<file path="config.mk">
export PLATFORM = sky130hd
export DESIGN_NAME = ultrasonic_echo_scanner_unit_flat
export DESIGN_NICKNAME = d
export VERILOG_FILES = /design/src/ues_pkg.sv /design/src/ues_in_if.sv /design/src/ues_out_if.sv /design/src/ultrasonic_echo_scanner_unit.sv /design/src/flat_wrapper.sv
export SDC_FILE = /design/constraint.sdc
export NUM_CORES = 1
export LEC_CHECK = 0
export BUFFER_PORTS_ARGS = -buffer_cell sky130_fd_sc_hd__buf_2
export CELL_PAD_IN_SITES_DETAIL_PLACEMENT = 1
export CELL_PAD_IN_SITES_GLOBAL_PLACEMENT = 1
export CORE_AREA = 2 2 205 207
export CTS_BUF_LIST = sky130_fd_sc_hd__clkbuf_4
export DETAILED_ROUTE_END_ITERATION = 8
export DIE_AREA = 0 0 207 209
export PLACE_DENSITY_LB_ADDON = 0.08
export SLEW_MARGIN = 20
export SYNTH_ARGS = -nofsm -noshare
export SYNTH_HDL_FRONTEND = slang
export SYNTH_SLANG_ARGS = --single-unit
export TNS_END_PERCENT = 10
</file>
<file path="constraint.sdc">
create_clock -name i_clk -period 5.2 [get_ports i_clk]
set_input_delay 0.52 -clock i_clk [delete_from_list [all_inputs] [get_ports i_clk]]
set_output_delay 0.52 -clock i_clk [all_outputs]
set_load 0.005 [all_outputs]
</file>
<file path="src/ues_pkg.sv">
`timescale 1ns / 1ps
// ----------------------------------------------------------------------------
// ues_pkg
// Shared types, constants and helpers for the ultrasonic echo scanner.
// ----------------------------------------------------------------------------
package ues_pkg;

    localparam int NUM_SENSORS = 16;
    localparam int IDX_W       = $clog2(NUM_SENSORS);
    localparam int MAX_WIDTH   = 511;
    localparam int WIDTH_W     = $clog2(MAX_WIDTH + 1);
    localparam int GAP_W       = 16;
    localparam int TRIG_W      = 4;
    localparam int CFG_IDX_W   = 2;
    localparam int CFG_DATA_W  = 64;

    localparam logic [GAP_W-1:0]   WAIT_LIMIT = 16'd65534;
    localparam logic [GAP_W-1:0]   GAP_MAX    = 16'd65535;
    localparam logic [GAP_W-1:0]   WAIT_RESET = 16'd200;
    localparam logic [WIDTH_W-1:0] WIDTH_MAX  = WIDTH_W'(MAX_WIDTH);

    // register indexes of the configuration port
    localparam logic [CFG_IDX_W-1:0] CFG_ENABLE_MASK = 2'd0;
    localparam logic [CFG_IDX_W-1:0] CFG_TRIGGER_MAP = 2'd1;
    localparam logic [CFG_IDX_W-1:0] CFG_WAIT_TICKS  = 2'd2;

    typedef enum logic [2:0] {
        PH_TRIG_START = 3'd0,
        PH_TRIG_END   = 3'd1,
        PH_WAIT_RISE  = 3'd2,
        PH_COUNT      = 3'd3,
        PH_GAP        = 3'd4
    } t_phase;

    typedef struct packed {
        logic [NUM_SENSORS-1:0] echo_levels;
        logic [IDX_W-1:0]       read_index;
    } t_in_item;

    typedef struct packed {
        logic               trigger_high;
        logic [TRIG_W-1:0]  trigger_index;
        logic [WIDTH_W-1:0] read_width;
        logic               measure_done;
        logic [IDX_W-1:0]   done_sensor;
        logic [WIDTH_W-1:0] done_width;
    } t_out_item;

    typedef struct packed {
        logic             found;
        logic [IDX_W-1:0] idx;
    } t_pick;

    // Next enabled sensor after cur, wrapping, cur itself checked last.
    function automatic t_pick pick_after(input logic [NUM_SENSORS-1:0] mask,
                                         input logic [IDX_W-1:0] cur);
        logic [2*NUM_SENSORS-1:0] dbl;
        logic [NUM_SENSORS-1:0]   rot;
        logic [IDX_W:0]           start;
        t_pick                    p;
        dbl     = {mask, mask};
        start   = {1'b0, cur} + (IDX_W+1)'(1);
        rot     = dbl[start +: NUM_SENSORS];
        p.found = |rot;
        p.idx   = cur;
        for (int i = NUM_SENSORS - 1; i >= 0; i--) begin
            if (rot[i]) begin
                p.idx = IDX_W'((int'(cur) + 1 + i) % NUM_SENSORS);
            end
        end
        return p;
    endfunction

endpackage

</file>
<file path="src/ues_in_if.sv">
`timescale 1ns / 1ps
// ----------------------------------------------------------------------------
// ues_in_if
// Input channel: one sampled tick per transaction.
// ----------------------------------------------------------------------------
interface ues_in_if;
    logic               valid;
    logic               ready;
    ues_pkg::t_in_item  data;

    modport source (output valid, output data, input ready);
    modport sink   (input valid, input data, output ready);
endinterface

</file>
<file path="src/ues_out_if.sv">
`timescale 1ns / 1ps
// ----------------------------------------------------------------------------
// ues_out_if
// Result channel: one result per accepted tick.
// ----------------------------------------------------------------------------
interface ues_out_if;
    logic               valid;
    logic               ready;
    ues_pkg::t_out_item data;

    modport source (output valid, output data, input ready);
    modport sink   (input valid, input data, output ready);
endinterface

</file>
<file path="src/ultrasonic_echo_scanner_unit.sv">
`timescale 1ns / 1ps
// ----------------------------------------------------------------------------
// ultrasonic_echo_scanner_unit
// Round-robin ultrasonic rangefinder scanner: triggers, times echoes, stores
// per-sensor widths.
// ----------------------------------------------------------------------------
// One input transaction is one tick of the sensor sequencer and yields exactly
// one result transaction. The block takes a tick every clock cycle while the
// skid entry is empty. A tick is held in the input register and its result is
// loaded into the result register, or into the skid entry while the result
// register waits on the sink. That rate rests on combinational next-state
// logic: the 16-bit rotate priority pick of the next enabled sensor and the
// width store update both happen in the step for that tick. A two-entry
// output buffer (result register plus skid) lets the sequencer process one
// more tick while a result waits on the sink. The width store resets to 511
// for every sensor at once; no clearing sweep. Configuration is written
// through a plain write port and takes effect on the next tick processed.
// ----------------------------------------------------------------------------
module ultrasonic_echo_scanner_unit (
    input  logic                                i_clk,
    input  logic                                i_rst_n,
    input  logic                                i_cfg_we,
    input  logic [ues_pkg::CFG_IDX_W-1:0]       i_cfg_index,
    input  logic [ues_pkg::CFG_DATA_W-1:0]      i_cfg_data,
    ues_in_if.sink                              i_in,
    ues_out_if.source                           o_out
);

    localparam int N  = ues_pkg::NUM_SENSORS;
    localparam int IW = ues_pkg::IDX_W;
    localparam int WW = ues_pkg::WIDTH_W;
    localparam int GW = ues_pkg::GAP_W;
    localparam int TW = ues_pkg::TRIG_W;

    // ------------------------------------------------------------------
    // Configuration registers
    // ------------------------------------------------------------------
    logic [N-1:0]                       r_enable_mask;
    logic [ues_pkg::CFG_DATA_W-1:0]     r_trigger_map;
    logic [GW-1:0]                      r_wait_ticks;

    always_ff @(posedge i_clk) begin
        if (!i_rst_n) begin
            r_enable_mask <= '0;
            r_trigger_map <= '0;
            r_wait_ticks  <= ues_pkg::WAIT_RESET;
        end else if (i_cfg_we) begin
            unique case (i_cfg_index)
                ues_pkg::CFG_ENABLE_MASK: r_enable_mask <= i_cfg_data[N-1:0];
                ues_pkg::CFG_TRIGGER_MAP: r_trigger_map <= i_cfg_data;
                ues_pkg::CFG_WAIT_TICKS:  r_wait_ticks  <= i_cfg_data[GW-1:0];
                default: ;  // writes beyond the register list are dropped
            endcase
        end
    end

    // ------------------------------------------------------------------
    // Input register and flow control
    // ------------------------------------------------------------------
    logic               r_in_valid;
    ues_pkg::t_in_item  r_in_data;
    logic               r_out_valid;
    ues_pkg::t_out_item r_out_data;
    logic               r_skid_valid;
    ues_pkg::t_out_item r_skid_data;

    logic in_take;
    logic advance;      // tick in the input register is processed this cycle
    logic out_take;

    // The skid entry is the only thing that can block the sequencer step.
    assign advance    = r_in_valid && !r_skid_valid;
    assign i_in.ready = !r_in_valid || !r_skid_valid;
    assign in_take    = i_in.valid && i_in.ready;
    assign out_take   = r_out_valid && o_out.ready;

    always_ff @(posedge i_clk) begin
        if (!i_rst_n) begin
            r_in_valid <= 1'b0;
        end else if (in_take) begin
            r_in_valid <= 1'b1;
        end else if (advance) begin
            r_in_valid <= 1'b0;
        end
    end

    always_ff @(posedge i_clk) begin
        if (in_take) begin
            r_in_data <= i_in.data;
        end
    end

    // ------------------------------------------------------------------
    // Sequencer state
    // ------------------------------------------------------------------
    ues_pkg::t_phase    r_phase, n_phase;
    logic [IW-1:0]      r_cur, n_cur;
    logic [GW-1:0]      r_gap, n_gap;
    logic [WW-1:0]      r_pulse, n_pulse;
    logic               r_echo_prev, n_echo_prev;
    logic [WW-1:0]      r_store [N];

    logic               store_we;
    logic               trig;
    logic [GW-1:0]      eff_wait;
    logic [GW-1:0]      gap_inc;
    logic               gap_over;
    logic               echo_bit;
    logic [WW-1:0]      pulse_inc;
    ues_pkg::t_pick     pick;

    assign eff_wait  = (r_wait_ticks > ues_pkg::WAIT_LIMIT) ? ues_pkg::WAIT_LIMIT
                                                              : r_wait_ticks;
    // saturating gap counter step and its timeout compare
    assign gap_inc   = (r_gap < ues_pkg::GAP_MAX) ? r_gap + GW'(1) : r_gap;
    assign gap_over  = gap_inc > eff_wait;
    assign echo_bit  = r_in_data.echo_levels[r_cur];
    assign pulse_inc = (r_pulse < ues_pkg::WIDTH_MAX) ? r_pulse + WW'(1)
                                                       : ues_pkg::WIDTH_MAX;
    assign pick      = ues_pkg::pick_after(r_enable_mask, r_cur);

    // next-state logic
    always_comb begin
        n_phase     = r_phase;
        n_cur       = r_cur;
        n_gap       = r_gap;
        n_pulse     = r_pulse;
        n_echo_prev = r_echo_prev;
        unique case (r_phase)
            ues_pkg::PH_TRIG_START: begin
                // disabled current sensor: jump to the next enabled one
                if (r_enable_mask[r_cur]) begin
                    n_phase = ues_pkg::PH_TRIG_END;
                end else if (pick.found) begin
                    n_cur   = pick.idx;
                    n_phase = ues_pkg::PH_TRIG_END;
                end
            end
            ues_pkg::PH_TRIG_END: begin
                n_echo_prev = 1'b0;
                n_phase     = ues_pkg::PH_WAIT_RISE;
            end
            ues_pkg::PH_WAIT_RISE: begin
                if (echo_bit && !r_echo_prev) begin
                    n_pulse = '0;
                    n_gap   = '0;
                    n_phase = ues_pkg::PH_COUNT;
                end else begin
                    n_gap = gap_inc;
                    if (gap_over) begin
                        n_phase = ues_pkg::PH_GAP;
                    end
                end
                n_echo_prev = echo_bit;
            end
            ues_pkg::PH_COUNT: begin
                n_pulse = pulse_inc;
                if (!echo_bit && r_echo_prev) begin
                    n_gap   = '0;
                    n_phase = ues_pkg::PH_GAP;
                end else begin
                    // timeout keeps the gap count, so the gap ends next tick
                    n_gap = gap_inc;
                    if (gap_over) begin
                        n_phase = ues_pkg::PH_GAP;
                    end
                end
                n_echo_prev = echo_bit;
            end
            ues_pkg::PH_GAP: begin
                n_gap = gap_inc;
                if (gap_over) begin
                    if (pick.found) begin
                        n_cur = pick.idx;
                    end
                    n_gap   = '0;
                    n_phase = ues_pkg::PH_TRIG_START;
                end
            end
            default: begin
                n_gap   = '0;
                n_phase = ues_pkg::PH_TRIG_START;
            end
        endcase
    end

    // output decode for the current tick
    always_comb begin
        trig     = 1'b0;
        store_we = 1'b0;
        unique case (r_phase)
            ues_pkg::PH_TRIG_START: trig     = r_enable_mask[r_cur] || pick.found;
            ues_pkg::PH_COUNT:      store_we = !echo_bit && r_echo_prev;
            default: ;
        endcase
    end

    always_ff @(posedge i_clk) begin
        if (!i_rst_n) begin
            r_phase     <= ues_pkg::PH_TRIG_START;
            r_cur       <= '0;
            r_gap       <= '0;
            r_pulse     <= '0;
            r_echo_prev <= 1'b0;
        end else if (advance) begin
            r_phase     <= n_phase;
            r_cur       <= n_cur;
            r_gap       <= n_gap;
            r_pulse     <= n_pulse;
            r_echo_prev <= n_echo_prev;
        end
    end

    // width store: every entry reads 511 until measured
    always_ff @(posedge i_clk) begin
        if (!i_rst_n) begin
            for (int i = 0; i < N; i++) begin
                r_store[i] <= ues_pkg::WIDTH_MAX;
            end
        end else if (advance && store_we) begin
            r_store[r_cur] <= pulse_inc;
        end
    end

    // ------------------------------------------------------------------
    // Result assembly
    // ------------------------------------------------------------------
    ues_pkg::t_out_item res;

    always_comb begin
        res.trigger_high  = trig;
        res.trigger_index = r_trigger_map[n_cur * TW +: TW];
        // read sees this tick's store write
        if (store_we && (r_in_data.read_index == r_cur)) begin
            res.read_width = pulse_inc;
        end else begin
            res.read_width = r_store[r_in_data.read_index];
        end
        res.measure_done  = store_we;
        res.done_sensor   = store_we ? r_cur : '0;
        res.done_width    = store_we ? pulse_inc : '0;
    end

    // ------------------------------------------------------------------
    // Result register plus skid entry
    // ------------------------------------------------------------------
    always_ff @(posedge i_clk) begin
        if (!i_rst_n) begin
            r_out_valid  <= 1'b0;
            r_skid_valid <= 1'b0;
        end else if (!r_out_valid || out_take) begin
            if (r_skid_valid) begin
                r_out_valid  <= 1'b1;
                r_skid_valid <= 1'b0;
            end else begin
                r_out_valid  <= advance;
            end
        end else if (advance) begin
            r_skid_valid <= 1'b1;
        end
    end

    always_ff @(posedge i_clk) begin
        if (!r_out_valid || out_take) begin
            r_out_data <= r_skid_valid ? r_skid_data : res;
        end else if (advance) begin
            r_skid_data <= res;
        end
    end

    assign o_out.valid = r_out_valid;
    assign o_out.data  = r_out_data;

endmodule

</file>
<file path="src/flat_wrapper.sv">
// flat-port wrapper written by rule: the top's interface ports become plain ports
module ultrasonic_echo_scanner_unit_flat 
  (i_clk, i_rst_n, i_cfg_we, i_cfg_index, i_cfg_data, i_in_valid, i_in_data, i_in_ready, o_out_valid, o_out_data, o_out_ready);
  ues_in_if i_in_i ();
  ues_out_if o_out_i ();
  input  logic i_clk;
  input  logic i_rst_n;
  input  logic i_cfg_we;
  input  logic [ues_pkg::CFG_IDX_W-1:0] i_cfg_index;
  input  logic [ues_pkg::CFG_DATA_W-1:0] i_cfg_data;
  input wire logic [$bits(i_in_i.valid)-1:0] i_in_valid;
  input wire logic [$bits(i_in_i.data)-1:0] i_in_data;
  output wire logic [$bits(i_in_i.ready)-1:0] i_in_ready;
  output wire logic [$bits(o_out_i.valid)-1:0] o_out_valid;
  output wire logic [$bits(o_out_i.data)-1:0] o_out_data;
  input wire logic [$bits(o_out_i.ready)-1:0] o_out_ready;
  assign i_in_i.valid = i_in_valid;
  assign i_in_i.data = i_in_data;
  assign i_in_ready = i_in_i.ready;
  assign o_out_valid = o_out_i.valid;
  assign o_out_data = o_out_i.data;
  assign o_out_i.ready = o_out_ready;
  ultrasonic_echo_scanner_unit u_core (.i_clk(i_clk), .i_rst_n(i_rst_n), .i_cfg_we(i_cfg_we), .i_cfg_index(i_cfg_index), .i_cfg_data(i_cfg_data), .i_in(i_in_i), .o_out(o_out_i));
endmodule
</file>
# After elaboration in Yosys (flattened, before gate mapping)
# Memory sizes are Yosys's and may differ from the RTL's. A register that Yosys moved wholly into a read port is not among the register bits.
# Index checks and enable logic that the tools add are counted.
# word_totals
elab_cells,156
ram_bits,144
inputBits,91
n_memories,1
rom_bits,0
regBits,208
latch_bits,0
# mem_list
memory,depth,word_bits,read_ports,rd_ports_with_merged_regs,write_ports,line,source
u_core.r_store,16,9,1,1,16,ultrasonic_echo_scanner_unit.sv:101,logic [WW-1:0] r_store [N];
# op_classes
shift,2
eq_ne,10
addsub,19
div,0
bitwise_logic,3
magnitude_cmp,5
reduce_logical,33
mul,0
mux,58
# ops
op,n
two-way mux 4 bit,22
two-way mux 16 bit,5
case mux 16 bit (4 select lines),1
indexed part select 64 x 7 -> 4 bit,1
two-way mux 9 bit,5
adder 4 bit (second input constant),8
indexed part select 32 x 6 -> 16 bit,1
two-way mux 28 bit,1
two-way mux 3 bit,6
case mux 9 bit (2 select lines),1
adder 16 x 1 -> 16 bit (second input constant),1
adder 4 x 3 -> 4 bit (second input constant),4
greater-than comparator 16 bit,1
greater-than comparator 16 bit (second input constant),1
< comparator 16 bit (second input constant),1
OR reduction 16 bit,1
case mux 3 bit (5 select lines),1
two-way mux 1 bit,12
AND reduction 2 bit,6
adder 9 x 1 -> 9 bit (second input constant),1
< comparator 9 bit (second input constant),1
OR reduction 9 bit,1
adder 4 x 1 -> 4 bit (second input constant),2
adder 4 x 2 -> 4 bit (second input constant),2
22 further kinds,44

# Depth between registers and ports, before layout
# Gate-level depths: netlist (run 1).
# depth
ltp_word,23
mapped_depth,22
ltp_nobuf,20

# Worst setup path after synthesis (run 1)
# Ideal clock, no wire load.
# synth_timing
path_kind,reg-to-reg
startpoint,register u_core.r_gap[0]
endpoint,"register u_core.r_out_data (netlist bit u_core.o_out.data[26]), data pin"
arrival_time_ps,4650
period_less_slack_ps,4808
t_required_ps,5042
stages_incl_launch_ff,22
path_buffers,2
path_slack_ps,392
path_cell_list,dfxtp_1 ha_1 and3_1 nand3_1 or3_1 clkbuf_1 and2_1 nand3_1 xnor2_1 ha_1 o21ai_0 a211oi_1 and3b_1 or4_1 nand3_1 a21oi_1 nor2_1 nor2_8 buf_8 mux2i_1 mux4_2 o211ai_1
# synth_between
elab_chain_len,7
word_cells_on_any_way,8
# synth_rtl
item,line,source
start: declaration,ultrasonic_echo_scanner_unit.sv:98,"logic [GW-1:0] r_gap, n_gap;"
start signal: assignment,ultrasonic_echo_scanner_unit.sv:208,r_gap <= n_gap;
adder 16 x 1 -> 16 bit / < comparator 16 bit (equally long branches),ultrasonic_echo_scanner_unit.sv:115,assign gap_inc = (r_gap < ues_pkg::GAP_MAX) ? r_gap + GW'(1) : r_gap;
two-way mux 16 bit *,ultrasonic_echo_scanner_unit.sv:115,
greater-than comparator 16 bit *,ultrasonic_echo_scanner_unit.sv:116,assign gap_over = gap_inc > eff_wait;
two-way mux 4 bit *,ultrasonic_echo_scanner_unit.sv:172,if (gap_over) begin
case mux 4 bit (2 select lines) *,ultrasonic_echo_scanner_unit.sv:129,unique case (r_phase)
indexed part select 64 x 7 -> 4 bit *,ultrasonic_echo_scanner_unit.sv:232,res.trigger_index = r_trigger_map[n_cur * TW +: TW];
two-way mux 28 bit *,ultrasonic_echo_scanner_unit.sv:265,r_out_data <= r_skid_valid ? r_skid_data : res;
end signal: assignment,ultrasonic_echo_scanner_unit.sv:265,
end: declaration,ultrasonic_echo_scanner_unit.sv:63,ues_pkg::t_out_item r_out_data;
# Every way passes the cells marked *; elsewhere a longest branch is shown, timed or not.
# A chain may end at the register's enable or synchronous reset.

# Worst setup path after layout (run 1)
# layout_timing
startpoint,register u_core.r_gap[1]
endpoint,"register u_core.r_out_data (netlist bit u_core.o_out.data[25]), data pin"
# Same word-level chain as after synthesis.

==> impl_metrics.csv, run 1 <==
group,metric,value,unit
route,detail_route.wl_per_cell,22.45,um
placed_design,place.gp.congestion,0.9460,
die,pin_count,121,
sta,worst_clock_skew,0.07291,ns
clock_tree,root_buffer,"clkbuf_4",
die,die_x,207,um
route,drc,0,
route,first_iter_violations,1018,
placed_design,dp.cells,2380,
clock_tree,cts_tree,"done",
sta,hold_viol,0,
logic_synthesis,synth_seq_cells,356,
logic_synthesis,ys_seq_area_share,49.06,%
die,die_h,209,um
placed_design,dp_worst_setup_slack,-0.1342,ns
worst_setup_path,cpMostUsedCell,"nand3_1",
logic_synthesis,yosys_warnings,0,
sta,fin_ws,0.3069,ns
global_route,grt_first_pass_wirelength,93090,um
global_route,antenna_found_initial,4,
worst_setup_path,worst_ep_arrival_time,5.53,ns
clock_tree,clockBufferDepth,3,
layout,drive_gt1_share,24.48,%
global_route,grt_max_degree,81,
clock_tree,cts.sinks,356,
layout,area.growth.synth_to_final,17.82,%
placed_design,io_buffers,120,
worst_setup_path,regToRegStartpoint,"u_core.r_gap[1]$_SDFFE_PN0P_",
sta,finalMaxSlewViolations,0,
clock_tree,clkTransAtPathRegs,0.07,ns
die,start_util,46.06,%
die,core_region_area,41290,sq um
logic_synthesis,synth_edf_count,220,
logic_synthesis,synth_top_area_cell,"edfxtp_1",
worst_setup_path,path_max_fanout,8,
logic_synthesis,synthTopCellsByArea,"edfxtp_1 35%, dfxtp_1 14%, mux4_2 8.8%",
sta,finalSetupTns,0,ns
layout,final_nets,2145,
worst_setup_path,critPathBufInv,0,
outcome,status,"completed",
global_route,grt_pass1_vias,16136,
worst_setup_path,crit_chain,"ha_1 -> and3_1 -> nand3_1 -> or3_4 -> nand3_1 -> nor2_1 -> nand3_1 -> xnor2_1 -> ha_1 -> a21oi_1 -> a2bb2oi_1 -> a21oi_1 -> or4_4 -> nand3_2 -> a21oi_2 -> o211a_4 -> nor2_8 -> mux2i_1 -> mux4_2 -> o211ai_1",
worst_setup_path,critPathTopFamily,"simple AND/OR/NAND/NOR gates",
worst_setup_path,path_class,"flop to flop",
route,dr_total_vias,15297,
worst_setup_path,end_kind,"flop",
logic_synthesis,yosys_most_used_dff,"edfxtp_1",
route,antenna_left,0,
logic_synthesis,syn_inst,1784,
sta,worst_pin_slew,0.8119,ns
clock_tree,cts.htree.levels,3,
power,cellPowerDensity,336.6,nW/um^2
logic_synthesis,ys_types,96,
clock_tree,numCtsBuffers,95,
global_route,overflow,0,
worst_setup_path,cp.required,5.84,ns
worst_hold_path,hold_end,"u_core.r_enable_mask[7]$_SDFFE_PN0P_",
worst_setup_path,cpMaxStageDelayCell,"or4_4",
power,p_leak,7.470,nW
layout,final_cells,2643,
route,wirelength,59340,um
die,die-area,43260,sq um
route,dr.pass1.iters,5,
worst_setup_path,worst_setup_path_start_kind,"flop",
worst_setup_path,max_stage_delay,0.60,ns
sta,period_needed,4.893,ns
worst_setup_path,ff2ff_path_depth,20,
sta,setup_viol,0,
logic_synthesis,synth.net_count,1904,
worst_setup_path,critPathLaunch,"u_core.r_gap[1]$_SDFFE_PN0P_",
worst_setup_path,ff2ff_setup_slack,0.31,ns
logic_synthesis,synth_most_common_cell,"nand2_1",
logic_synthesis,async_reset_ff_share,0,%
global_route,grt_usage,27.62,%
sta,max_freq,204.4,MHz
sta,post-route-period-util,94.10,%
flow_run,drv_cap,0,
worst_hold_path,min_from,"i_cfg_index[1]",
worst_setup_path,r2r-end,"u_core.o_out.data[25]$_DFFE_PP_",
worst_hold_path,min_path_type,"primary input to flop",
route,via_per_inst,5.788,
clock_tree,clock_latency,0.87,ns
placed_design,dp_hpwl,40540,um
logic_synthesis,postSynthAreaPerCell,10.66,sq um
worst_hold_path,hold_depth,5,
die,rows,75,
logic_synthesis,synth.top_cell.area_share,34.74,%
sta,max_slew_margin,45.80,%
power,irDropWorstVdd,178.9,uV
logic_synthesis,ys_top_cells_by_count,"436 x nand2_1, 220 x edfxtp_1, 136 x dfxtp_1",
logic_synthesis,synth_area,19020,sq um
==> worst max path at each step <==
stage,to,slack (ns),cells after the start
after floorplan,u_core.o_out.data[26]$_DFFE_PP_,0.39,21
after global placement,u_core.o_out.data[26]$_DFFE_PP_,0.12,20
after CTS,u_core.o_out.data[25]$_DFFE_PP_,0.02,20
after global routing,u_core.o_out.data[25]$_DFFE_PP_,-0.05,20
after detailed placement,u_core.o_out.data[26]$_DFFE_PP_,-0.13,20
final,u_core.o_out.data[25]$_DFFE_PP_,0.31,20
==> routing by layer <==
| layer | track usage, % | routed length [um] | part of all wire (%) |
|---|---|---|---|
| met1 | 33.53 | 24010 | 40 |
| met2 | 48.10 | 30390 | 51 |
| met3 | 4.268 | 2438 | 4.1 |
| met4 | 13.37 | 2497 | 4.2 |
| met5 | 0 | 0 | 0 |
==> placed cells by master, fill, tap and decap left out, drive strengths merged, types with 22 or more instances in the layout <==
| cell type | netlist | routed |
|---|---|---|
| buf | 35 | 189 |
| o21ai | 62 | 62 |
| dlygate4sd3 | 0 | 85 |
| nor2 | 61 | 62 |
| and3 | 22 | 22 |
| nand3 | 33 | 33 |
| edfxtp | 220 | 220 |
| nand2 | 436 | 436 |
| nor2b | 23 | 23 |
| nand2b | 31 | 31 |
| a21oi | 37 | 37 |
| mux4 | 74 | 74 |
| ha | 29 | 29 |
| mux2 | 44 | 44 |
| mux2i | 42 | 42 |
| dfxtp | 136 | 136 |
| inv | 23 | 25 |
| clkbuf | 96 | 150 |
| a21boi | 102 | 102 |
==> cell families after synthesis <==
kind of cell               count (synthesis)  synth area share [%]
AOI/OAI and AO/OA                        360                 13.80
xor gates and xnor gates                  24                 1.204
adders and majority gates                 29                 1.908
buffers and inverters                    156                 3.612
DFF                                      356                 49.06
muxes                                    160                 13.84
and+or+nand+nor                          699                 16.58
==> sequential cells by signal, indices dropped and copies added (netlist names), 3 cells and up, named ones only <==
name,cells
u_core.o_out.data,28
u_core.r_cur,4
u_core.r_enable_mask,16
u_core.r_gap,16
u_core.r_in_data,20
u_core.r_phase,3
u_core.r_pulse,9
u_core.r_skid_data,28
u_core.r_store,144
u_core.r_trigger_map,64
u_core.r_wait_ticks,16
==> where the power goes <==
part           switching, mW  internal (mW)  total, mW
registers             0.0871           3.08       3.17
clock network           1.20           1.31       2.51
logic                   1.10          0.765       1.86
==> repair_timing <==
action,4_1_cts,5_1_grt
hold endpoints to repair,121,0
gates resized for setup,3,11
pin swaps,1,2
setup endpoints to repair,6,8
hold buffers,85,0
buffers inserted,0,1
cloned,0,1
==> through the flow <==
step | util (%) | total power [mW] | cell area (sq um) | hold WS [ns]
detailed placement | 49.02 | 4.955 | 20240 | 0.4615
global placement | 49.02 | 4.918 | 20240 | 0.4594
CTS | 54.06 | 7.526 | 22320 | 0.1754
floorplan | - | 4.452 | 19020 | 0.4400
global route | 54.26 | 7.918 | 22410 | 0.2490
finish | 54.26 | 7.540 | 22410 | 0.2708
==> tightest hold or removal path, stage by stage <==
cell and delay [ns]:
buf_2 0.13, nor3b_1 0.06, buf_4 0.19, nand2_1 0.08, a21boi_0 0.06
==> area by class of cell <==
cell class / count / area, sq um
antenna: 4 / 10.01
tap: 539 / 674.4
clock inverter: 22 / 96.34
multi-input combinational: 1273 / 9096
timing repair buffer: 274 / 1972
inverter: 25 / 93.84
sequential: 356 / 9336
fill: 4532 / 18880
clock buffer: 150 / 1126
Note: power is estimated with default switching activity, not from simulation.
==> run 2, diff against run 1 <==
Settings changed: ABC_AREA set to 1, CORE_AREA 2 2 205 207 to 2 2 197 199, DIE_AREA 0 0 207 209 to 0 0 199 201.
==> run 2 against run 1 <==
Against the previous run:
- critical path depth rose by 9
- clock power is 2% higher
- sequential cell count unchanged
- first-iteration DRC count is 4.2% lower
- worst setup slack better by 0.092 ns
- final area shrank 6.8%
- critical path type unchanged
==> impl_metrics.csv, run 2 <==
group,metric,value,unit
outcome,status,"completed",
worst_hold_path,min_path_type,"primary input to flop",
power,p_sw,2.254,mW
clock_tree,cts.sinks,356,
route,detail_route.wl_per_cell,19.79,um
logic_synthesis,synth_most_common_cell,"nand2_1",
placed_design,io_buffers,120,
global_route,antenna_found_initial,2,
worst_setup_path,cpMostUsedCell,"nand2_1",
layout,largest_register_ffs,144,
sta,setup_viol,0,
worst_setup_path,worst_setup_path_start_kind,"flop",
sta,hold_viol,0,
sta,hold-worst-slack,0.09145,ns
flow_run,drv_cap,0,
clock_tree,clockBufferDepth,3,
worst_setup_path,worst_ep_arrival_time,5.34,ns
clock_tree,cts.htree.levels,3,
worst_setup_path,r2r-end,"u_core.r_skid_data[24]$_DFFE_PP_",
global_route,grt_max_degree,120,
worst_setup_path,cp.required,5.74,ns
logic_synthesis,postSynthAreaPerCell,8.280,sq um
clock_tree,clkTransAtPathRegs,0.07,ns
clock_tree,root_buffer,"clkbuf_4",
clock_tree,cts_tree,"done",
sta,finalMaxSlewViolations,0,
power,p_leak,7.853,nW
sta,worst_clock_skew,0.06771,ns
logic_synthesis,synthTopCellsByArea,"edfxtp_1 38%, dfxtp_1 15%, nand2_1 11%",
logic_synthesis,ys_top_cells_by_count,"537 x nand2_1, 233 x o21ai_0, 220 x edfxtp_1",
clock_tree,numCtsBuffers,97,
global_route,grt_usage,29.58,%
worst_setup_path,critPathLaunch,"u_core.r_gap[0]$_SDFFE_PN0P_",
clock_tree,clock_latency,0.84,ns
power,p_seq_share,44.4,%
placed_design,dp.cells,2695,
worst_setup_path,max_stage_delay,0.40,ns
route,first_iter_violations,975,
logic_synthesis,synth.net_count,2245,
global_route,overflow,0,
route,wirelength,58600,um
route,dr.pass1.iters,6,
logic_synthesis,synth.top_cell.area_share,37.55,%
layout,area.growth.synth_to_final,18.75,%
layout,final_cell_mix,"536 x nand2_1, 233 x o21ai_0, 220 x edfxtp_1, 183 x nand3_1, 182 x nor2_1",
worst_setup_path,cpMaxStageDelayCell,"dfxtp_1",
worst_setup_path,cp.depth,29,
worst_setup_path,endpoint,"u_core.r_skid_data[24]$_DFFE_PP_",
worst_setup_path,path_max_fanout,17,
die,die_h,201,um
logic_synthesis,ys_seq_area_share,53.02,%
power,p_int,4.906,mW
logic_synthesis,ys_types,46,
logic_synthesis,synth_top_area_cell,"edfxtp_1",
sta,max_slew_margin,28.19,%
power,irDropWorstVdd,172.5,uV
logic_synthesis,async_reset_ff_share,0,%
worst_setup_path,ff2ff_path_depth,29,
logic_synthesis,synth_seq_cells,356,
die,core_region_area,38110,sq um
worst_setup_path,critPathBufInv,4,
worst_setup_path,regToRegStartpoint,"u_core.r_gap[0]$_SDFFE_PN0P_",
layout,final_common_cell,"nand2_1",
layout,drive_gt1_share,14.96,%
power,p_comb_share,19.7,%
worst_setup_path,ff2ff_setup_slack,0.40,ns
global_route,grt_first_pass_wirelength,91860,um
worst_setup_path,critPathTopFamily,"simple AND/OR/NAND/NOR gates",
route,drc,0,
worst_setup_path,end_kind,"flop",
die,rows,72,
layout,final_nets,2482,
layout,top_register,"u_core.r_store",
logic_synthesis,yosys_most_used_dff,"edfxtp_1",
logic_synthesis,synth_edf_count,220,
layout,reg.largest.list,"u_core.r_store (144), u_core.r_trigger_map (64)",
die,start_util,46.17,%
power,power.share.clock,35.8,%
logic_synthesis,synth_area,17590,sq um
route,dr_total_vias,16282,
sta,max_freq,208.3,MHz
layout,final_cells,2961,
sta,period_needed,4.801,ns
power,cellPowerDensity,342.7,nW/um^2
layout,final_cell_area,20890,sq um
placed_design,dp_hpwl,37800,um
worst_setup_path,path_class,"flop to flop",
route,via_per_inst,5.499,
layout,utilization,54.83,%
power,power.share.switching,31.48,%
die,pin_count,121,
sta,post-route-period-util,92.32,%
die,die-area,40000,sq um
route,antenna_left,0,
logic_synthesis,yosys_warnings,0,
logic_synthesis,syn_inst,2125,
placed_design,dpl-instance-area,18730,sq um
global_route,grt_pass1_vias,17120,
die,die_x,199,um
placed_design,place.gp.congestion,0.8554,
sta,worst_pin_slew,1.076,ns
run 2: cell count changes in the layout (fill, tap and decap cells not counted), moves of 88 or more:
| cell | previous run | this run |
|---|---|---|
| a21boi_0 | 99 | 1 |
| a21oi_1 | 34 | 122 |
| inv_1 | 22 | 176 |
| nand2_1 | 436 | 536 |
| nand3_1 | 31 | 183 |
| nor2_1 | 56 | 182 |
| o21ai_0 | 56 | 233 |
run 2: cell families after synthesis:
kind of cell	share of synthesized area (%)
adder cells (fa/ha/maj)	2.062
flip-flops	53.02
XOR/XNOR	1.230
AND/OR/NAND/NOR	22.15
AO/OA/AOI/OAI	14.78
buffers and inverters	6.756
run 2: how the worst min path moves through the flow:
stage                                          start                               endpoint  cells after the start
5_1_grt                                i_cfg_data[9]   u_core.r_enable_mask[9]$_SDFFE_PN0P_                      3
3_3_place_gp   u_core.r_trigger_map[44]$_SDFFE_PN0P_  u_core.r_trigger_map[44]$_SDFFE_PN0P_                      2
4_1_cts                                i_cfg_data[4]   u_core.r_enable_mask[4]$_SDFFE_PN0P_                      3
3_5_place_dp   u_core.r_trigger_map[54]$_SDFFE_PN0P_  u_core.r_trigger_map[54]$_SDFFE_PN0P_                      2
6_report                               i_cfg_data[9]   u_core.r_enable_mask[9]$_SDFFE_PN0P_                      3
2_1_floorplan  u_core.r_trigger_map[16]$_SDFFE_PN0P_  u_core.r_trigger_map[16]$_SDFFE_PN0P_                      2
run 2: area by class of cell:
cell class,count,area [sq um]
antenna,3,7.507
clock buffer,152,1141
clock inverter,25,127.6
fill,4661,17210
inverter,194,728.2
multi-input combinational,1464,7134
sequential,356,9330
tap,518,648.1
timing repair buffer,249,1775
run 2: metal layers:
metal	part of all wire [%]	global-route usage, %
met5	0	0
met4	5.1	15.86
met3	4.8	4.990
met2	51	52.67
met1	39	33.60
run 2: tightest hold or removal path: stages:
cell	delay, ns
buf_2	0.15
nor2_1	0.12
nor2_1	0.06
run 2: metrics by stage:
stage	power (mW)	worst slack [ns]	TNS, ns
6_report	7.160	0.3992	0
3_5_place_dp	4.551	0.04904	0
4_1_cts	7.168	0.02535	0
2_1_floorplan	4.103	0.8645	0
3_3_place_gp	4.511	0.2760	0
5_1_grt	7.526	-0.08103	-0.3739
run 2: timing repair:
item,CTS,global route
endpoints found under the hold margin,88,0
hold buffers,81,0
resized for setup,0,7
endpoints found under the setup margin,0,8
buffers inserted,0,5
run 2: power by group through the flow:
stage                     Clock [mW]  Combinational [mW]  Sequential, mW
final                           2.56                1.41            3.18
after global routing            2.76                1.58            3.19
after CTS                       2.63                1.36            3.18
after detailed placement           0                1.31            3.24
after global placement             0                1.27            3.24
after floorplan                    0               0.905            3.20
==> run 3, diff against run 2 <==
Settings changed: CELL_PAD_IN_SITES_DETAIL_PLACEMENT 1 to 0.
==> run 3 against run 2 <==
Against the previous run:
- non-clock buffer count down 10
- critical path type unchanged
- critical endpoint is now u_core.r_skid_data[25]$_DFFE_PP_
- sequential power about the same
- largest cell class unchanged
- register-to-register slack better by 0.09 ns
- sequential cell count unchanged
- critical path depth up 1
- total power down 1.4%
- die area unchanged
- combinational power down 4%
==> impl_metrics.csv, run 3 (synthesis results as in run 2) <==
group,metric,value,unit
placed_design,dp_hpwl,34150,um
global_route,grt_max_degree,120,
global_route,grt_first_pass_wirelength,81770,um
placed_design,place.gp.congestion,0.8554,
worst_setup_path,path_class,"flop to flop",
layout,top_register,"u_core.r_store",
power,p_leak,7.790,nW
die,die_h,201,um
sta,max_freq,212.1,MHz
layout,largest_register_ffs,144,
sta,worst_clock_skew,0.05445,ns
placed_design,dp_worst_setup_slack,0.1196,ns
sta,hold_viol,0,
worst_setup_path,end_kind,"flop",
clock_tree,cts.htree.levels,3,
power,cellPowerDensity,339.5,nW/um^2
route,via_per_inst,5.284,
layout,utilization,54.56,%
worst_setup_path,cp.required,5.74,ns
power,power,7.060,mW
clock_tree,clock_latency,0.82,ns
die,core_region_area,38110,sq um
sta,period_needed,4.715,ns
sta,finalSetupTns,0,ns
clock_tree,root_buffer,"clkbuf_4",
layout,final_cell_mix,"537 x nand2_1, 233 x o21ai_0, 220 x edfxtp_1, 183 x nand3_1, 182 x nor2_1",
worst_setup_path,ff2ff_setup_slack,0.49,ns
sta,post-route-period-util,90.67,%
worst_setup_path,r2r-end,"u_core.r_skid_data[25]$_DFFE_PP_",
route,drc,0,
sta,fin_ws,0.4851,ns
placed_design,dp.cells,2695,
global_route,antenna_found_initial,2,
die,start_util,46.17,%
layout,drive_gt1_share,14.39,%
clock_tree,cts.sinks,356,
clock_tree,cts_setup_buffers,0,
placed_design,dpl-instance-area,18730,sq um
layout,final_cells,2945,
route,dr_total_vias,15561,
sta,max_slew_margin,27.18,%
die,die-area,40000,sq um
layout,area.growth.synth_to_final,18.18,%
worst_setup_path,path_max_fanout,21,
clock_tree,numCtsBuffers,94,
worst_hold_path,min_path_type,"primary input to flop",
worst_setup_path,worst_ep_arrival_time,5.26,ns
clock_tree,cts_tree,"done",
worst_setup_path,cpMostUsedCell,"nand2_1",
clock_tree,clockBufferDepth,3,
clock_tree,clkTransAtPathRegs,0.07,ns
placed_design,io_buffers,120,
worst_setup_path,critPathLaunch,"u_core.r_gap[0]$_SDFFE_PN0P_",
sta,hold-worst-slack,0.04584,ns
die,rows,72,
worst_setup_path,regToRegStartpoint,"u_core.r_gap[0]$_SDFFE_PN0P_",
route,detail_route.wl_per_cell,17.54,um
layout,final_cell_area,20790,sq um
global_route,overflow,0,
worst_setup_path,ff2ff_path_depth,30,
worst_setup_path,max_stage_delay,0.39,ns
global_route,grt_pass1_vias,15238,
route,antenna_left,0,
layout,final_common_cell,"nand2_1",
worst_setup_path,endpoint,"u_core.r_skid_data[25]$_DFFE_PP_",
route,first_iter_violations,996,
sta,setup_viol,0,
power,irDropWorstVdd,227.2,uV
global_route,grt_usage,26.20,%
outcome,status,"completed",
route,wirelength,51650,um
die,die_x,199,um
flow_run,drv_cap,0,
layout,reg.largest.list,"u_core.r_store (144), u_core.r_trigger_map (64)",
worst_setup_path,worst_setup_path_start_kind,"flop",
layout,final_nets,2469,
die,pin_count,121,
sta,finalMaxSlewViolations,0,
route,dr.pass1.iters,7,
worst_setup_path,cpMaxStageDelayCell,"dfxtp_1",
sta,worst_pin_slew,1.091,ns
## run 3: cell count changes in the layout (fill, tap and decap cells not counted), sizes merged
cell         change
clkinvlp         -1
clkinv           +6
buf              -5
clkbuf          -12
bufinv           +2
dlygate4sd3      -5
diode            -1
## run 3: power by group
part | leakage, nW | internal, mW | switching (mW) | total (mW)
registers | 2.85 | 3.10 | 0.0706 | 3.17
clock network | 0.745 | 1.34 | 1.19 | 2.54
logic | 4.20 | 0.451 | 0.898 | 1.35
total | 7.79 | 4.90 | 2.16 | 7.06
## run 3: repair_timing
| item | in CTS | in global routing |
|---|---|---|
| resized for setup | 0 | 8 |
| setup endpoints to repair | 0 | 8 |
| hold buffers | 76 | 0 |
| hold endpoints to repair | 83 | 0 |
## run 3: worst min-delay path by stage
stage / from / end / cells after the start
after detailed placement: u_core.r_trigger_map[52]$_SDFFE_PN0P_ / u_core.r_trigger_map[52]$_SDFFE_PN0P_ / 2
after floorplan: u_core.r_trigger_map[16]$_SDFFE_PN0P_ / u_core.r_trigger_map[16]$_SDFFE_PN0P_ / 2
after global placement: u_core.r_trigger_map[44]$_SDFFE_PN0P_ / u_core.r_trigger_map[44]$_SDFFE_PN0P_ / 2
after CTS: i_cfg_data[24] / u_core.r_trigger_map[24]$_SDFFE_PN0P_ / 3
final: i_cfg_data[36] / u_core.r_trigger_map[36]$_SDFFE_PN0P_ / 3
after global routing: i_cfg_data[19] / u_core.r_trigger_map[19]$_SDFFE_PN0P_ / 3
## run 3: cell type report
cell class / count / area [sq um]
Multi-Input combinational cell: 1464 / 7132
Antenna cell: 2 / 5.005
Clock buffer: 140 / 1051
Clock inverter: 32 / 206.4
Tap cell: 518 / 648.1
Timing Repair Buffer: 239 / 1692
Fill cell: 3655 / 17310
Sequential cell: 356 / 9330
Inverter: 194 / 728.2
## run 3: critical path: cells and delay by family (launching register included)
kind                     cells  cell delay, ns
buffers and inverters        6            0.61
XOR/XNOR                     1            0.20
AND/OR/NAND/NOR             17            2.10
flip-flops                   1            0.39
AO/OA/AOI/OAI                4            0.71
adder cells (fa/ha/maj)      2            0.43
## run 3: metal layers
layer  GRT usage (%)  wire length [um]
met5               0                 0
met4           11.43              1797
met3           3.831              2233
met2           45.47             25800
met1           32.26             21820
